==> config.mk <==
export PLATFORM = sky130hd
export DESIGN_NAME = cms_merge_flat
export DESIGN_NICKNAME = d
export VERILOG_FILES = /design/src/sv/cms_pkg.sv /design/src/sv/cms_out_if.sv /design/src/sv/cms_merge.sv /design/src/flat_wrapper.sv
export SDC_FILE = /design/constraint.sdc
export NUM_CORES = 1
export LEC_CHECK = 0
export ABC_CLOCK_PERIOD_IN_PS = 6800
export BUFFER_PORTS_ARGS = -buffer_cell sky130_fd_sc_hd__buf_2
export CAP_MARGIN = 20
export CORE_MARGIN = 1.5
export CORE_UTILIZATION = 50
export DETAILED_ROUTE_END_ITERATION = 10
export GPL_ROUTABILITY_DRIVEN = 0
export PLACE_DENSITY_LB_ADDON = 0.1
export SLEW_MARGIN = 20
export SYNTH_ARGS = -nofsm -noshare
export SYNTH_HDL_FRONTEND = slang
export SYNTH_SLANG_ARGS = --single-unit
==> constraint.sdc <==
create_clock -name i_clk -period 6.8 [get_ports i_clk]
set_input_delay 0.68 -clock i_clk [delete_from_list [all_inputs] [get_ports i_clk]]
set_output_delay 0.68 -clock i_clk [all_outputs]
set_load 0.005 [all_outputs]
==> src/sv/cms_pkg.sv <==
// ----------------------------------------------------------------------------
// cms_pkg
// Shared types and constants for the count-min sketch counter.
// ----------------------------------------------------------------------------
package cms_pkg;

    // Default geometry, used as the top level parameter defaults
    localparam int SLICE_BITS_DEF = 14;
    localparam int ROWS_DEF       = 4;

    // Fixed field widths
    localparam int HASH_W    = 64;
    localparam int COUNT_W   = 8;
    localparam int NUM_WORDS = 4;

    // Saturation value of one counter
    localparam logic [COUNT_W-1:0] COUNT_MAX = {COUNT_W{1'b1}};

    // Output queue geometry
    localparam int OUT_DEPTH = 4;
    localparam int OUT_PTR_W = $clog2(OUT_DEPTH);
    localparam int OUT_LVL_W = $clog2(OUT_DEPTH + 1);

    typedef logic [HASH_W-1:0]  t_hash;
    typedef logic [COUNT_W-1:0] t_count;

    // Per-cycle control from the top level to each lane
    typedef struct packed {
        logic clear;   // clearing sweep writes zero at the lane address
        logic update;  // a transaction sits in the update stage
    } t_lane_req;

endpackage

==> src/sv/cms_out_if.sv <==
// ----------------------------------------------------------------------------
// cms_out_if
// Result channel: estimated count and threshold flag, valid/ready handshake.
// ----------------------------------------------------------------------------
interface cms_out_if import cms_pkg::*; ();
    logic   valid;
    logic   ready;
    t_count estimated_count;
    logic   above_threshold;

    modport source (
        output valid, estimated_count, above_threshold,
        input  ready
    );
    modport sink (
        input  valid, estimated_count, above_threshold,
        output ready
    );
endinterface

==> src/sv/cms_merge.sv <==
// ----------------------------------------------------------------------------
// cms_merge
// Minimum across lanes, threshold compare, and the output queue.
// ----------------------------------------------------------------------------
module cms_merge import cms_pkg::*; #(
    parameter int ROWS = ROWS_DEF
) (
    input  logic                 i_clk,
    input  logic                 i_rst_n,
    input  logic                 i_valid,
    input  t_count               i_vals [ROWS],
    input  t_count               i_threshold,
    output logic [OUT_LVL_W-1:0] o_level,
    cms_out_if.source            o_out
);

    t_count                r_q_cnt  [OUT_DEPTH];
    logic                  r_q_flag [OUT_DEPTH];
    logic [OUT_PTR_W-1:0]  r_wr_ptr;
    logic [OUT_PTR_W-1:0]  r_rd_ptr;
    logic [OUT_LVL_W-1:0]  r_level;

    t_count                w_least;
    logic                  w_pop;

    // Minimum over the lanes
    always_comb begin
        w_least = COUNT_MAX;
        for (int r = 0; r < ROWS; r++) begin
            if (i_vals[r] < w_least) begin
                w_least = i_vals[r];
            end
        end
    end

    assign w_pop = o_out.valid & o_out.ready;

    // Queue pointers and fill level
    always_ff @(posedge i_clk) begin
        if (!i_rst_n) begin
            r_wr_ptr <= '0;
            r_rd_ptr <= '0;
            r_level  <= '0;
        end else begin
            if (i_valid) begin
                r_wr_ptr <= r_wr_ptr + OUT_PTR_W'(1);
            end
            if (w_pop) begin
                r_rd_ptr <= r_rd_ptr + OUT_PTR_W'(1);
            end
            case ({i_valid, w_pop})
                2'b10:   r_level <= r_level + OUT_LVL_W'(1);
                2'b01:   r_level <= r_level - OUT_LVL_W'(1);
                default: r_level <= r_level;
            endcase
        end
    end

    // Queue storage
    always_ff @(posedge i_clk) begin
        if (i_valid) begin
            r_q_cnt[r_wr_ptr]  <= w_least;
            r_q_flag[r_wr_ptr] <= (w_least > i_threshold);
        end
    end

    assign o_out.valid           = (r_level != '0);
    assign o_out.estimated_count = r_q_cnt[r_rd_ptr];
    assign o_out.above_threshold = r_q_flag[r_rd_ptr];
    assign o_level               = r_level;

endmodule

==> src/flat_wrapper.sv <==
// flat-port wrapper written by rule: the top's interface ports become plain ports
module cms_merge_flat import cms_pkg::*;
#(
    parameter int ROWS = ROWS_DEF
)
  (i_clk, i_rst_n, i_valid, i_vals, i_threshold, o_level, o_out_valid, o_out_estimated_count, o_out_above_threshold, o_out_ready);
  cms_out_if o_out_i ();
  input  logic i_clk;
  input  logic i_rst_n;
  input  logic i_valid;
  input  t_count i_vals[ROWS];
  input  t_count i_threshold;
  output logic [OUT_LVL_W-1:0] o_level;
  output wire logic [$bits(o_out_i.valid)-1:0] o_out_valid;
  output wire logic [$bits(o_out_i.estimated_count)-1:0] o_out_estimated_count;
  output wire logic [$bits(o_out_i.above_threshold)-1:0] o_out_above_threshold;
  input wire logic [$bits(o_out_i.ready)-1:0] o_out_ready;
  assign o_out_valid = o_out_i.valid;
  assign o_out_estimated_count = o_out_i.estimated_count;
  assign o_out_above_threshold = o_out_i.above_threshold;
  assign o_out_i.ready = o_out_ready;
  cms_merge #(.ROWS(ROWS)) u_core (.i_clk(i_clk), .i_rst_n(i_rst_n), .i_valid(i_valid), .i_vals(i_vals), .i_threshold(i_threshold), .o_level(o_level), .o_out(o_out_i));
endmodule
* Word-level counts from Yosys, hierarchy flattened
Memory sizes are Yosys's and may differ from the RTL's. A register that Yosys moved wholly into a read port is not among the register bits.
Cells that the tools add are included.
** Word-level totals
- Register bits after elaboration :: 7
- Bits in writable memories :: 36
- Bits of input ports :: 44
- Output and inout port bits :: 13
- Memories :: 2
** Cells by class
- $add $sub $neg :: 4
- Magnitude comparators :: 5
- Equality and inequality tests :: 2
- Muxes and demuxes :: 11
- Bitwise gates (word level) :: 1
- Reductions and logical operators :: 2
** Memories
- u_core.r_q_cnt :: depth 4, bits a word 8, read ports 1, clocked after memory_dff 1, write ports 1, RTL line cms_merge.sv:17 : t_count r_q_cnt [OUT_DEPTH];
- u_core.r_q_flag :: depth 4, bits a word 1, read ports 1, clocked after memory_dff 1, write ports 1, RTL line cms_merge.sv:18 : logic r_q_flag [OUT_DEPTH];
** Operators with widths (count)
- $mux 8 :: 4
- $lt 8x8->1 :: 3
- $gt 8x8->1 :: 1
- $lt 8x8->1 const B :: 1
- $mux 2 :: 4
- $pmux 3 s2 :: 1
- $add 2x1->2 const B :: 2
- $add 3x1->3 const B :: 1
- $reduce_bool 3->1 :: 1
- $sub 3x1->3 const B :: 1
- $eq 2x1->1 const B :: 1
- $eq 2x2->1 const B :: 1
- $mux 1 :: 2
- $reduce_bool 2->1 :: 1
- $and 1x1->1 :: 1

* Logic depth before layout (Yosys ltp)
Gate-level depths: netlist of the first run.
- Word-level depth :: 9
- Gate-level depth with buffers :: 35
- Depth with buffers taken out :: 33

* Worst setup path before layout of the first run
No wires, ideal clock.
- Path kind :: input port to flip-flop
- Start point :: input i_vals[30] (netlist bit)
- End point :: memory u_core.r_q_flag[0] (data pin)
- Arrival :: 6.794 ns
- Data required time :: 6.530 ns
- Slack :: -0.264 ns
- Cell stages on the path :: 35
- Cells stage by stage :: inv_1 > ha_1 > a21o_1 > a21oi_2 > o211ai_1 > nor2_1 > buf_2 > mux2i_1 > ha_1 > and3_2 > nand3_1 > or4_1 > or3_1 > o211ai_2 > or2b_2 > buf_8 > mux2i_1 > ha_1 > a21oi_1 > nor2b_1 > o21ai_0 > o211ai_1 > or2_2 > nor4b_2 > a211oi_4 > mux2i_1 > ha_1 > nor2b_1 > o21a_1 > o21ai_0 > nand2b_1 > a21oi_1 > nor2_1 > a211oi_1 > a21oi_1
** Between the ends
- Cells in the longest elaborated chain, start to end :: 9
** Ends and longest elaborated chain
- start, declared :: RTL line flat_wrapper.sv:11 : input t_count i_vals[ROWS];
- $lt 8x8->1 :: RTL line cms_merge.sv:30 : if (i_vals[r] < w_least) begin
- $mux 8 (*) :: RTL line cms_merge.sv:30
- $lt 8x8->1 :: RTL line cms_merge.sv:30
- $mux 8 (*) :: RTL line cms_merge.sv:30
- $lt 8x8->1 :: RTL line cms_merge.sv:30
- $mux 8 (*) :: RTL line cms_merge.sv:30
- $lt 8x8->1 :: RTL line cms_merge.sv:30
- $mux 8 (*) :: RTL line cms_merge.sv:30
- net u_core.w_least[1] :: RTL line cms_merge.sv:23 : t_count w_least;
- $gt 8x8->1 (*) :: RTL line cms_merge.sv:63 : r_q_flag[r_wr_ptr] <= (w_least > i_threshold);
- end, declared :: RTL line cms_merge.sv:18
Mark *: on every way through the listed nets, which the timed path passes. The rest lies on a longest branch.

* Worst setup path in the final report of the first run
- Start point :: input i_vals[31] (netlist bit)
- End point :: memory u_core.r_q_flag[1] (data pin)
The elaborated chain is that of the path after synthesis.

==> summary.md, run 1 <==
| Metric | Value |
|---|---|
| Final critical-path share of the clock period | `0.955` |
| Initial Util | `0.518` |
| Total Wirelength | `5690 um` |
| Vias in the first global route | `about 2k` |
| Worst Setup Path Type | `input pin to flop` |
| Mapped Nets | `310` |
| Reg clk slew, reported paths | `0.09 ns` |
| Nets@finish | `396` |
| Hold Path Stages | `2` |
| Worst-Skew Late Latency | `0.30 ns` |
| Seq/Total Area, Yosys | `0.445` |
| Most frequent cells in the layout | `buf_2, edfxtp_1, inv_1, buf_4, ha_1` |
| Largest net degree at the start of global routing | `16` |
| Critical Path RT | `6.84 ns` |
| TritonCTS clock tree | `yes` |
| Crit-path slowest cell | `or4_1` |
| Worst-margin pin slew | `about 0.60 ns` |
| IO Port Bufs | `56` |
| # IOs | `57` |
| TritonCTS Buffers | `5` |
| Setup_tns | `0 ns` |
| Mean Syn Cell Area | `12.1 sq um` |
| Crit path DAT | `6.54 ns` |
| Drt first pass iters | `4` |
| DRT iter0 DRCs | `67` |
| Antenna violations before repair | `0` |
| Worst r2r path cells | `8` |
| Net Sw Frac | `0.287` |
| Vias after detailed routing | `2,029` |
| P_sw | `around 280 uW` |
| Max Freq | `154 MHz` |
| Layout Skew | `0.0134 ns` |
| Synth area leaders | `edfxtp_1, ha_1, mux2i_1, mux4_2, dfxtp_1` |
| Core Box Area | `5470 sq um` |
| Clk sinks | `45` |
| Final ANT Viol Nets | `0` |
| DIE WIDTH | `78.3 um` |
| LEAKAGE | `1.65 nW` |
| Area Growth Syn to Fin | `32.4%` |
| Layout cells sized above 1 | `0.427` |
| Most common cell after layout, fill and taps aside | `buf_2` |
| CP Capture Type | `flop` |
| Status | `finished clean` |
| Crit-path max FO | `6` |
| Die area | `about 6100 sq um` |
| Combinational share of power | `0.380` |
| Top_reg_cell synth | `edfxtp_1` |
| Pint | `699 uW` |
| Clock root buffer master | `clkbuf_8` |
| Post-synthesis async set-or-reset flop share | `0` |
| GRT Total Usage | `0.190` |
| Startpoint types | `input pin` |
| Final Hold Viols | `0` |
| Final non-filler cell total | `393` |
| Post-synth EDFFs | `36` |
| CP max stage delay | `about 0.38 ns` |
| Slew HR | `0.598` |
| Htree depth | `2` |
| Post-DR vias/cell | `5.16` |
| Worst Hold Class | `flop to flop` |
| Library cells used by synthesis | `45` |
| Post-synth top area share | `0.381` |
| Yosys reg bits | `45` |
| GRT met3 Usage | `0.0291` |
| Sequential power share | `0.379` |
| DRC viols | `0` |
| Max-cap violations | `0` |
| Gr busiest metal | `met2` |
| Number of inserted diodes | `0` |
| Post-synth top area cell | `edfxtp_1` |
| Die Span Y | `78.3 um` |
| RSZ-0062 raised after global routing | `yes` |
| GR Util met1 | `0.220` |
| Clock network power share | `0.242` |
| DR WL/cell | `14.5 um` |
| Total gr overflow | `0` |
| Instance count of the mapped netlist | `234` |
| First-pass GRT wire length | `8900 um` |
| Pins Over Slew Limit | `0` |
| Row count | `27` |
| Mapped Area | `2830 sq um` |
| Post-DP HPWL | `around 4400 um` |
| Clock Tree Buf Depth | `2` |
| Maximum VDD drop | `0.149 mV` |
| Ys Warns | `0` |
| Setup violators final | `0` |
| Met2 Use GR | `0.356` |
| Power per cell area | `262 nW/um^2` |
| Dpl cells | `374` |
| Tmin final | `6.50 ns` |
| FILL cells | `429` |
[cell families (layout without fill, tap and decap cells)]
group / count (synthesis) / count (layout) / synth area share
and+or+nand+nor: 47 / 47 / 0.0998
buffers and inverters: 39 / 126 / 0.0561
muxes: 31 / 31 / 0.149
xor gates and xnor gates: 6 / 6 / 0.0185
DFF: 45 / 45 / 0.445
AOI/OAI and AO/OA: 33 / 33 / 0.0834
adders and majority gates: 33 / 33 / 0.148
[final timing paths]
check | slack [ns] | from | end
hold / removal | 0.54 | u_core.o_level[2] | u_core.o_level[2]
hold reg to reg | 0.54 | u_core.o_level[2] | u_core.o_level[2]
setup / recovery | 0.30 | i_vals[31] | u_core.r_q_flag[1]
setup reg to reg | 4.77 | u_core.o_level[0] | u_core.o_level[2]
[state kept, by name, summed over array words and instances (netlist names), named ones only]
| name | cells |
|---|---|
| u_core.r_wr_ptr | 2 |
| u_core.r_q_cnt | 32 |
| u_core.r_rd_ptr | 2 |
| u_core.o_level | 3 |
| u_core.r_q_flag | 4 |
[critical path, delay by kind of cell]
kind | cells | cell delay (ns)
AND/OR/NAND/NOR | 14 | 2.71
buffers and inverters | 2 | 0.12
AO/OA/AOI/OAI | 10 | 1.30
multiplexers | 3 | 0.65
adder cells (fa/ha/maj) | 4 | 1.06
[stage by stage]
stage                     cell area [sq um]  hold slack, ns  total power [mW]  setup WS [ns]   util
after floorplan                        2880           0.490             0.596         0.0179      -
after global placement                 3330           0.500             0.704         -0.196  0.609
after detailed placement               3330           0.517             0.710         -0.352  0.609
after CTS                              3490           0.529             0.949         0.0237  0.637
after global routing                   3750           0.543              1.04        -0.0528  0.686
final                                  3750           0.538             0.981          0.304  0.686
[cell usage after synthesis (all sizes together) (3+ instances only)]
cell type and number:
buf 3, mux4 9, and2 11, o211ai 3, nand2 4, a21o 3, edfxtp 36, dfxtp 9
nand4 5, inv 35, nand3 3, mux2i 22, xor2 3, nor2 7, xnor2 3, ha 31
o21ai 6, nor2b 5, a21oi 11, or3 4
[power groups by stage]
stage	logic (mW)	registers [mW]	clock network, mW
after CTS	0.335	0.373	0.240
after detailed placement	0.331	0.379	0
after global placement	0.326	0.379	0
final	0.373	0.372	0.237
after floorplan	0.235	0.361	0
after global routing	0.414	0.378	0.250
[cell type report]
cell class	count	area, sq um	share of cell area
inverters	35	134	0.0357
repair buffers	83	541	0.144
clock inverters	3	68.8	0.0183
multi-input cells	150	1590	0.423
flip-flops and latches	45	1260	0.336
clock buffers	5	68.8	0.0183
well taps	72	90.1	0.0240
[timing repair]
| item | CTS | global route |
|---|---|---|
| setup endpoints to repair | 4 | 4 |
| gates resized for setup | 2 | 39 |
| hold buffers | 0 | 0 |
| pin swaps | 1 | 29 |
| setup buffers | 1 | 11 |
[metal layers]
metal  vias up  wire length (um)
met3         8               188
li1       1022                 -
met2        44              3030
met1       955              2390
met4         0                91
met5         -                 0
Note: power is estimated with default switching activity, not from simulation.
==> run 2: changes to the inputs <==
--- a/config.mk
+++ b/config.mk
@@ -8,8 +8,9 @@
 export ABC_CLOCK_PERIOD_IN_PS = 6800
 export BUFFER_PORTS_ARGS = -buffer_cell sky130_fd_sc_hd__buf_2
 export CAP_MARGIN = 20
-export CORE_MARGIN = 1.5
+export CORE_MARGIN = 3
 export CORE_UTILIZATION = 50
+export CTS_CLUSTER_SIZE = 40
 export DETAILED_ROUTE_END_ITERATION = 10
 export GPL_ROUTABILITY_DRIVEN = 0
 export PLACE_DENSITY_LB_ADDON = 0.1
==> run 2 against run 1 <==
Effect of this change:
- global-route usage down 1.8 points
- via count down 0.79%
- maximum frequency down 1.1%
- critical endpoint unchanged
- largest cell class unchanged
- highest routed layer unchanged
==> summary.md, run 2 (synthesis gave the netlist of run 1 again) <==
| Metric | Value |
|---|---|
| Status | `finished clean` |
| Post-DP HPWL | `4360 um (-1.1%)` |
| First-pass GRT wire length | `8600 um (-3.4%)` |
| Pre-CTS setup slack | `-0.315 ns (+0.0378 ns)` |
| # IOs | `57 (unchanged)` |
| Pins Over Slew Limit | `0 (unchanged)` |
| Final instance area | `3630 sq um (-3.3%)` |
| Largest register FFs | `32 (unchanged)` |
| DIE WIDTH | `81.3 um (+3.8%)` |
| Final ANT Viol Nets | `0 (unchanged)` |
| Post-DR vias/cell | `5.19 (+0.49%)` |
| Clock Tree Buf Depth | `2 (unchanged)` |
| Setup violators final | `0 (unchanged)` |
| Final critical-path share of the clock period | `0.966 (+0.0104)` |
| Row count | `26 (-3.7%)` |
| Initial Util | `0.534 (+0.0166)` |
| Largest Register | `u_core.r_q_cnt` |
| Die area | `6610 sq um (+7.8%)` |
| LEAKAGE | `1.62 nW (-1.4%)` |
| TritonCTS Buffers | `5 (unchanged)` |
| R2R Path End | `u_core.o_level[2]` |
| Most common cell after layout, fill and taps aside | `buf_2` |
| Total Wirelength | `5560 um (-2.4%)` |
| Clock root buffer master | `clkbuf_8` |
| Worst-margin pin slew | `0.596 ns (-0.00526 ns)` |
| Max Freq | `152 MHz (-1.1%)` |
| R2R Path Start | `u_core.o_level[0]` |
| Reg clk slew, reported paths | `0.09 ns (about the same)` |
| Most frequent cells in the layout | `buf_2, edfxtp_1, inv_1, ha_1, buf_4` |
| Largest net degree at the start of global routing | `16 (unchanged)` |
| Crit-path max FO | `6 (unchanged)` |
| Drt first pass iters | `4 (unchanged)` |
| DRT iter0 DRCs | `78 (+16%)` |
| Worst r2r path cells | `8 (unchanged)` |
| Power per cell area | `269 nW/um^2 (+2.8%)` |
| CP Capture Type | `flop` |
| TritonCTS clock tree | `yes` |
| Total gr overflow | `0 (unchanged)` |
| Nets@finish | `393 (-0.76%)` |
| DRC viols | `0 (unchanged)` |
| RSZ-0062 raised after global routing | `yes` |
| Tmin final | `6.57 ns (+0.0708 ns)` |
| CP max stage delay | `0.33 ns (-0.05 ns)` |
| Worst Hold Slack | `0.517 ns (-0.0211 ns)` |
| Most used cell, CP | `a21oi_2` |
| Crit path launch | `i_vals[30]` |
| IO Port Bufs | `56 (unchanged)` |
| Critical Path RT | `6.84 ns (about the same)` |
| Worst Setup EP | `u_core.r_q_flag[1]` |
| Worst Hold Class | `flop to flop` |
| Max-cap violations | `0 (unchanged)` |
| Reg2Reg Setup Slack | `4.77 ns (about the same)` |
| Startpoint types | `input pin` |
| Layout Skew | `0.00792 ns (-0.00551 ns)` |
| DR WL/cell | `14.3 um (-1.1%)` |
| Clk sinks | `45 (unchanged)` |
| Layout cells sized above 1 | `0.403 (-0.0243)` |
| Vias after detailed routing | `2,013 (-0.79%)` |
| Crit-path slowest cell | `ha_1` |
| Antenna violations before repair | `0 (unchanged)` |
| Final worst setup slack | `0.234 ns (-0.0708 ns)` |
| Slew HR | `0.602 (+0.00352)` |
| Maximum VDD drop | `0.162 mV (+8.8%)` |
| Number of inserted diodes | `0 (unchanged)` |
| Dpl cell area | `3350 sq um (+0.38%)` |
| Final Hold Viols | `0 (unchanged)` |
| Htree depth | `2 (unchanged)` |
| Worst-Skew Late Latency | `0.30 ns (about the same)` |
| Vias in the first global route | `1,922 (-4.2%)` |
| Die Span Y | `81.3 um (+3.8%)` |
| Crit path DAT | `6.61 ns (+0.07 ns)` |
| GRT Total Usage | `0.172 (-0.0182)` |
| Area Growth Syn to Fin | `28.0%` |
| Worst Setup Path Type | `input pin to flop` |
| Core Box Area | `5300 sq um (-3.1%)` |
==> run 2: metrics by stage <==
stage | setup TNS [ns] | utilization | total power, mW | instances
2_1_floorplan | 0 | - | 0.596 | 234
3_3_place_gp | -0.570 | 0.631 | 0.706 | 374
3_5_place_dp | -1.26 | 0.631 | 0.715 | 374
4_1_cts | 0 | 0.657 | 0.955 | 382
5_1_grt | -0.598 | 0.684 | 1.04 | 388
6_report | 0 | 0.684 | 0.975 | 388
==> run 2: worst max-delay path: cells and delay by family <==
kind,cells,cell delay [ns]
fa+ha+maj,4,1.08
compound gates,16,2.33
simple gates,8,1.58
mux,2,0.50
buf+inv,4,0.43
==> run 2: report_power, final <==
group | switching, mW | internal (mW)
logic | 0.163 | 0.199
clock network | 0.0940 | 0.148
registers | 0.0264 | 0.344
==> run 2: worst min-delay path by stage <==
stage / start / to / slack [ns] / cells past startpoint
6_report: u_core.o_level[2] / u_core.o_level[2] / 0.52 / 2
5_1_grt: u_core.o_level[2] / u_core.o_level[2] / 0.56 / 2
4_1_cts: u_core.o_level[2] / u_core.o_level[2] / 0.52 / 2
3_5_place_dp: u_core.o_level[2] / u_core.o_level[2] / 0.50 / 2
3_3_place_gp: u_core.o_level[2] / u_core.o_level[2] / 0.49 / 2
2_1_floorplan: u_core.o_level[2] / u_core.o_level[2] / 0.49 / 2
==> run 2: repair_timing <==
action,4_1_cts,5_1_grt
hold buffers,0,0
buffers inserted,0,6
gates resized for setup,0,20
setup endpoints to repair,0,4
==> run 2: area by class of cell <==
| cell class | instances | area (sq um) |
|---|---|---|
| Timing Repair Buffer | 80 | 470 |
| Tap cell | 70 | 87.6 |
| Clock inverter | 3 | 68.8 |
| Clock buffer | 5 | 68.8 |
| Inverter | 35 | 134 |
| Multi-Input combinational cell | 150 | 1540 |
| Fill cell | 407 | 1680 |
| Sequential cell | 45 | 1260 |
==> run 2: layer usage <==
metal  routed length [um]  global-route usage  vias up
li1                     -                   -     1019
met1                 2420               0.218      926
met2                 2800               0.297       61
met3                  276              0.0322        7
met4                   63              0.0507        0
met5                    0                   0        -
